$ cat config.mk
export PLATFORM = sky130hd
export DESIGN_NAME = sorted_multiset_table_top
export DESIGN_NICKNAME = d
export VERILOG_FILES = /design/src/rtl/smt_pkg.sv /design/src/rtl/smt_cell.sv /design/src/rtl/smt_count_tree.sv /design/src/rtl/sorted_multiset_table_top.sv
export SDC_FILE = /design/constraint.sdc
export NUM_CORES = 2
export LEC_CHECK = 0
export BUFFER_PORTS_ARGS = -buffer_cell sky130_fd_sc_hd__buf_2
export CAP_MARGIN = 20
export CELL_PAD_IN_SITES_DETAIL_PLACEMENT = 0
export CELL_PAD_IN_SITES_GLOBAL_PLACEMENT = 1
export CORE_MARGIN = 4
export CORE_UTILIZATION = 32
export CTS_CLUSTER_DIAMETER = 200
export DETAILED_ROUTE_END_ITERATION = 8
export PLACE_DENSITY = 0.62
export SYNTH_ARGS = -nofsm -noshare
export SYNTH_HDL_FRONTEND = slang
export SYNTH_SLANG_ARGS = --single-unit
$ cat constraint.sdc
create_clock -name clk -period 5.85 [get_ports clk]
set_input_delay 1.4625 -clock clk [delete_from_list [all_inputs] [get_ports clk]]
set_output_delay 1.4625 -clock clk [all_outputs]
set_load 0.01 [all_outputs]
$ cat src/rtl/smt_pkg.sv
// shared types and constants for the sorted multiset table
`default_nettype none

package smt_pkg;

  localparam int unsigned VALUE_W = 32;
  localparam int unsigned RES_W   = 5;

  typedef enum logic [1:0] {
    OP_INSERT = 2'd0,
    OP_REMOVE = 2'd1,
    OP_QUERY  = 2'd2
  } smt_op_t;

  typedef enum logic [1:0] {
    ST_IDLE,
    ST_COUNT,
    ST_APPLY
  } smt_state_t;

  typedef struct packed {
    logic ins;
    logic rem;
  } smt_cmd_t;

endpackage

`default_nettype wire

$ cat src/rtl/smt_cell.sv
// one cell of the sorted shift chain: holds one entry and compares it with the key
`default_nettype none

module smt_cell
  import smt_pkg::*;
(
  input  wire logic                      clk,
  input  wire smt_cmd_t                  cmd,
  input  wire logic signed [VALUE_W-1:0] key,
  input  wire logic                      occ,
  input  wire logic                      left_ge,
  input  wire logic signed [VALUE_W-1:0] left_val,
  input  wire logic signed [VALUE_W-1:0] right_val,
  output logic signed [VALUE_W-1:0]      entry,
  output logic                           ge,
  output logic                           eq
);

  logic signed [VALUE_W-1:0] entry_next;

  // free or not smaller than the key
  assign ge = !occ || (entry >= key);
  assign eq = occ && (entry == key);

  always_comb begin
    entry_next = entry;
    if (cmd.ins && ge) begin
      entry_next = left_ge ? left_val : key;
    end else if (cmd.rem && occ && ge) begin
      entry_next = right_val;
    end
  end

  always_ff @(posedge clk) begin
    entry <= entry_next;
  end

endmodule

`default_nettype wire

$ cat src/rtl/smt_count_tree.sv
// pipelined population count of the per-cell match flags
`default_nettype none

module smt_count_tree #(
  parameter int unsigned N     = 16,
  parameter int unsigned CNT_W = 5
) (
  input  wire logic             clk,
  input  wire logic [N-1:0]     flags,
  output logic      [CNT_W-1:0] total
);

  localparam int unsigned LEVELS = (N > 1) ? $clog2(N) : 1;
  localparam int unsigned P      = 1 << LEVELS;

  logic [CNT_W-1:0] node [1:2*P-1];

  genvar g;
  generate
    for (g = 0; g < P; g++) begin : g_leaf
      if (g < N) begin : g_used
        always_ff @(posedge clk) begin
          node[P+g] <= CNT_W'(flags[g]);
        end
      end else begin : g_pad
        always_ff @(posedge clk) begin
          node[P+g] <= '0;
        end
      end
    end
    for (g = 1; g < P; g++) begin : g_sum
      always_ff @(posedge clk) begin
        node[g] <= node[2*g] + node[2*g+1];
      end
    end
  endgenerate

  assign total = node[1];

endmodule

`default_nettype wire

$ cat src/rtl/sorted_multiset_table_top.sv
// top level of the sorted multiset table: control, shift chain and count tree
// request registered, matches counted in ST_COUNT, result registered in ST_APPLY
// one request at a time: in_ready is high only in ST_IDLE
// the result register lets the next request in while a result waits
// reset clears the entry count and control; cell contents are not cleared
`default_nettype none

module sorted_multiset_table_top
  import smt_pkg::*;
#(
  parameter int unsigned CAPACITY = 16
) (
  input  wire logic                      clk,
  input  wire logic                      rst,
  input  wire logic                      in_valid,
  output logic                           in_ready,
  input  wire logic [1:0]                opcode,
  input  wire logic signed [VALUE_W-1:0] value,
  output logic                           out_valid,
  input  wire logic                      out_ready,
  output logic                           ok,
  output logic [RES_W-1:0]               frequency,
  output logic [RES_W-1:0]               size,
  output logic                           empty_res
);

  localparam int unsigned CNT_W  = $clog2(CAPACITY + 1);
  localparam int unsigned LEVELS = $clog2(CAPACITY);
  localparam int unsigned WAIT_W = $clog2(LEVELS + 2);

  smt_state_t                state, state_next;
  logic [WAIT_W-1:0]         wait_cnt, wait_cnt_next;
  logic [CNT_W-1:0]          entry_count, entry_count_next;
  logic [1:0]                cur_op;
  logic signed [VALUE_W-1:0] cur_value;

  smt_cmd_t                  cmd;
  logic                      commit;
  logic                      full;
  logic [CNT_W-1:0]          match_cnt;
  logic                      res_ok;
  logic [CNT_W-1:0]          res_freq;

  logic signed [VALUE_W-1:0] cell_val [CAPACITY];
  logic [CAPACITY-1:0]       cell_ge;
  logic [CAPACITY-1:0]       cell_eq;

  genvar i;
  generate
    for (i = 0; i < CAPACITY; i++) begin : g_cell
      logic                      occ;
      logic                      lge;
      logic signed [VALUE_W-1:0] lval;
      logic signed [VALUE_W-1:0] rval;

      assign occ = CNT_W'(i) < entry_count;
      if (i == 0) begin : g_first
        assign lge  = 1'b0;
        assign lval = cur_value;
      end else begin : g_mid
        assign lge  = cell_ge[i-1];
        assign lval = cell_val[i-1];
      end
      if (i == CAPACITY - 1) begin : g_last
        assign rval = cell_val[i];
      end else begin : g_inner
        assign rval = cell_val[i+1];
      end

      smt_cell u_cell (
        .clk       (clk),
        .cmd       (cmd),
        .key       (cur_value),
        .occ       (occ),
        .left_ge   (lge),
        .left_val  (lval),
        .right_val (rval),
        .entry     (cell_val[i]),
        .ge        (cell_ge[i]),
        .eq        (cell_eq[i])
      );
    end
  endgenerate

  smt_count_tree #(
    .N     (CAPACITY),
    .CNT_W (CNT_W)
  ) u_count (
    .clk   (clk),
    .flags (cell_eq),
    .total (match_cnt)
  );

  assign full     = entry_count == CNT_W'(CAPACITY);
  assign in_ready = state == ST_IDLE;
  assign commit   = (state == ST_APPLY) && (!out_valid || out_ready);

  // result and chain command for the request in hand
  always_comb begin
    cmd              = '0;
    res_ok           = 1'b0;
    res_freq         = match_cnt;
    entry_count_next = entry_count;
    unique case (cur_op)
      OP_INSERT: begin
        res_ok = !full;
        if (!full) begin
          res_freq         = match_cnt + CNT_W'(1);
          entry_count_next = entry_count + CNT_W'(1);
          cmd.ins          = commit;
        end
      end
      OP_REMOVE: begin
        res_ok = match_cnt != '0;
        if (match_cnt != '0) begin
          res_freq         = match_cnt - CNT_W'(1);
          entry_count_next = entry_count - CNT_W'(1);
          cmd.rem          = commit;
        end
      end
      default: begin
        res_ok = match_cnt != '0;
      end
    endcase
  end

  always_comb begin
    state_next    = state;
    wait_cnt_next = wait_cnt;
    unique case (state)
      ST_IDLE: begin
        wait_cnt_next = '0;
        if (in_valid) begin
          state_next = ST_COUNT;
        end
      end
      ST_COUNT: begin
        if (wait_cnt == WAIT_W'(LEVELS)) begin
          state_next = ST_APPLY;
        end else begin
          wait_cnt_next = wait_cnt + WAIT_W'(1);
        end
      end
      ST_APPLY: begin
        if (commit) begin
          state_next = ST_IDLE;
        end
      end
      default: begin
        state_next = ST_IDLE;
      end
    endcase
  end

  always_ff @(posedge clk) begin
    if (rst) begin
      state       <= ST_IDLE;
      wait_cnt    <= '0;
      entry_count <= '0;
      out_valid   <= 1'b0;
    end else begin
      state    <= state_next;
      wait_cnt <= wait_cnt_next;
      if (commit) begin
        entry_count <= entry_count_next;
        out_valid   <= 1'b1;
      end else if (out_ready) begin
        out_valid <= 1'b0;
      end
    end
  end

  always_ff @(posedge clk) begin
    if (in_valid && in_ready) begin
      cur_op    <= opcode;
      cur_value <= value;
    end
    if (commit) begin
      ok        <= res_ok;
      frequency <= RES_W'(res_freq);
      size      <= RES_W'(entry_count_next);
      empty_res <= entry_count_next == '0;
    end
  end

endmodule

`default_nettype wire

==> flow_metrics.py <==
metrics = {
    "timing": {
        "fmax_mhz": 198,
        "tns_ns": 0,
        "finalSetupViolations": 0,
        "fin_crit_sh_pct": 86.5,
        "relSlewSlack_pct": 22.9,
        "drv_slew": 0,
        "hold-worst-slack_ns": 0.439,
        "rsz0062_at_grt": "false",
        "finalHoldViolations": 0,
        "clock_skew_ns": 0.0447,
        "worst_slew_pin_slew_ns": 1.15,
        "fin_crit_ns": 5.06,
    },
    "cells_and_area": {
        "stdcell_count": 5713,
        "antenna_cells": 0,
        "fin_nets": 4496,
        "final_util_pct": 36.3,
        "drive_gt1_share_pct": 13.3,
        "syn2layout_area_growth_pct": 12.5,
        "final_cell_area_um2": 47100,
    },
    "synth": {
        "syn_inst": 3851,
        "synth_area_um2": 41800,
        "ys_seq_area_share_pct": 43.3,
        "synth.distinct_cells": 70,
        "ys.flop_type": "edfxtp_1",
        "synth_top_area_cell": "edfxtp_1",
        "postSynthAreaPerCell_um2": 10.9,
        "synth-seq-cells": 626,
        "synth_top_area_share_pct": 40.0,
        "synth_edf_count": 558,
        "synth-warning-count": 0,
        "synth_nets": 4437,
        "synthArstFlopShare_pct": 0,
        "synth.area.top_cells": "edfxtp_1, ha_1, mux2i_1",
    },
    "drt": {
        "ant_nets": 0,
        "drt_iter0_markers": 1830,
        "vias_per_cell": 5.21,
        "post-route-drc-count": 0,
        "routed_wirelength_um": 124000,
        "firstDrtPassIters": 7,
        "drt-wirelength-per-cell_um": 21.6,
        "vias": 29800,
    },
    "power_and_ir_drop": {
        "p_leak_uw": 0.0205,
        "powerDensity_nw_per_um2": 216,
        "ir_worst_vdd_mv": 0.199,
    },
    "floorplan": {
        "coreArea_um2": 130000,
        "die_w_um": 370,
        "io_pins": 52,
        "start_util_pct": 32.3,
        "fp.dieArea_um2": 137000,
        "die_h_um": 370,
        "placementRows": 132,
    },
    "worst_setup_path": {
        "crit_required_ns": 6.28,
        "arrival_ns": 5.49,
        "end_kind": "register",
        "startpoint_type": "register",
        "crit_type": "reg2reg",
        "cp_max_fo": 21,
    },
    "placed_design": {
        "dp_hpwl_um": 96500,
        "io_buffers": 51,
        "place_congestion": 0.853,
        "place_inst": 5569,
        "placed_area_um2": 44600,
    },
    "clock_network": {
        "cts.sinks": 626,
        "clk_latency_ns": 0.69,
        "cts_setup_buffers": 0,
        "cts_tree": "done",
        "cts_buffer_depth": 3,
        "cts_resized": 0,
        "path_clk_slew_ns": 0.06,
        "htreeDepth": 3,
        "cts_root_buffer": "clkbuf_16",
        "cts_buffers": 80,
        "holdBufCountCts": 0,
    },
    "grt": {
        "grt.busiest_layer": "met2",
        "antenna_found_initial": 5,
        "grt_pass1_vias": 30200,
        "grt_pass1_wl_um": 187000,
        "grt-ovfl-total": 0,
        "gr-usage-met1_pct": 24.3,
        "grt_use_met3_pct": 3.01,
        "grt_start_max_net_pins": 65,
        "gr-usage-met2_pct": 28.9,
        "track_usage_pct": 17.8,
    },
    "min_path": {
        "hold_path.class": "reg2reg",
    },
    "outcome": {
        "status": "completed",
    },
    "run": {
        "maxCapViolations": 0,
    },
}
cells in the mapped netlist (all sizes together) (8+ instances only):
library cell	number
a2111oi	11
a211oi	27
a21boi	27
a21o	30
a21oi	276
a221o	13
a31oi	15
and4	19
buf	81
clkbuf	112
dfxtp	68
edfxtp	558
ha	541
inv	95
mux2	219
mux2i	364
nand2	492
nand2b	8
nand3	58
nand3b	13
nand4	121
nor2	62
nor2b	26
nor3	25
nor4	43
o211a	12
o211ai	16
o21ai	418
o31ai	27
or3	17
sequential cells by signal (all words and copies together) (netlist names):
name / flops
cur_op: 2
cur_value: 32
empty_res: 1
entry_count: 5
frequency: 5
g_cell.u_cell.entry: 512
ok: 1
out_valid: 1
size: 5
state: 2
u_count.node: 57
wait_cnt: 3
through the flow:
step | total power (µW) | setup slack [ns]
final | 10200 | 0.791
after floorplan | 5300 | 0.0404
after CTS | 10300 | 0.743
after detailed placement | 5550 | 0.771
after global routing | 10600 | 0.536
after global placement | 5540 | 0.860
metal layers:
layer | vias to the layer above | part of all wire [%]
li1 | 14800 | -
met2 | 500 | 45
met3 | 158 | 4.1
met1 | 14300 | 48
met5 | - | 0
met4 | 0 | 2.7
layout make-up:
| type | instances | area [µm²] |
|---|---|---|
| inverter | 95 | 357 |
| fill | 13000 | 82600 |
| clock buffer | 102 | 2140 |
| sequential | 626 | 18100 |
| clock inverter | 41 | 297 |
| tap | 1742 | 2180 |
| timing repair buffer | 170 | 1190 |
| multi-input combinational | 2937 | 22800 |
report_power, final:
part / leakage (µW) / internal, µW / switching [µW] / total [µW]
clock: 0.00119 / 2680 / 2040 / 4720
sequential: 0.00558 / 4820 / 26.8 / 4840
combinational: 0.0138 / 214 / 400 / 615
kinds of logic after synthesis:
family	synth area share, %
adder cells (fa/ha/maj)	16.5
multiplexers	14.6
buffers and inverters	2.95
AND/OR/NAND/NOR	10.3
AO/OA/AOI/OAI	12.2
XOR/XNOR	0.147
flip-flops	43.3
worst paths after layout:
check,start,endpoint,slack (ns),depth (start not counted)
worst min-delay path,u_count.node[3][15],u_count.node[1][25],0.44,1
worst min register to register,u_count.node[3][15],u_count.node[1][25],0.44,1
worst max-delay path,cur_value[1],g_cell[2].u_cell.entry[27],0.79,11
worst max register to register,cur_value[1],g_cell[2].u_cell.entry[27],0.79,11
critical path, cell delays in order (launching register included):
cell	delay (ns)
edfxtp_1	0.80
inv_1	0.60
ha_1	0.49
nor2b_1	0.14
o211ai_1	0.09
a2111oi_1	0.59
o31ai_1	0.15
a31oi_1	0.35
or3_1	0.69
buf_12	0.28
mux2_2	0.36
mux2_2	0.25
cells in the final DEF, fill, tap and decap left out, types with 68 or more instances in the layout:
| cell | Yosys | final |
|---|---|---|
| a21oi_1 | 276 | 275 |
| buf_4 | 4 | 115 |
| clkbuf_16 | 0 | 82 |
| dfxtp_1 | 68 | 68 |
| edfxtp_1 | 558 | 558 |
| ha_1 | 541 | 541 |
| inv_1 | 95 | 95 |
| mux2_2 | 204 | 204 |
| mux2i_1 | 364 | 363 |
| nand2_1 | 491 | 491 |
| nand4_1 | 120 | 120 |
| o21ai_0 | 417 | 417 |
No activity file was read; power rests on OpenSTA's default activity.
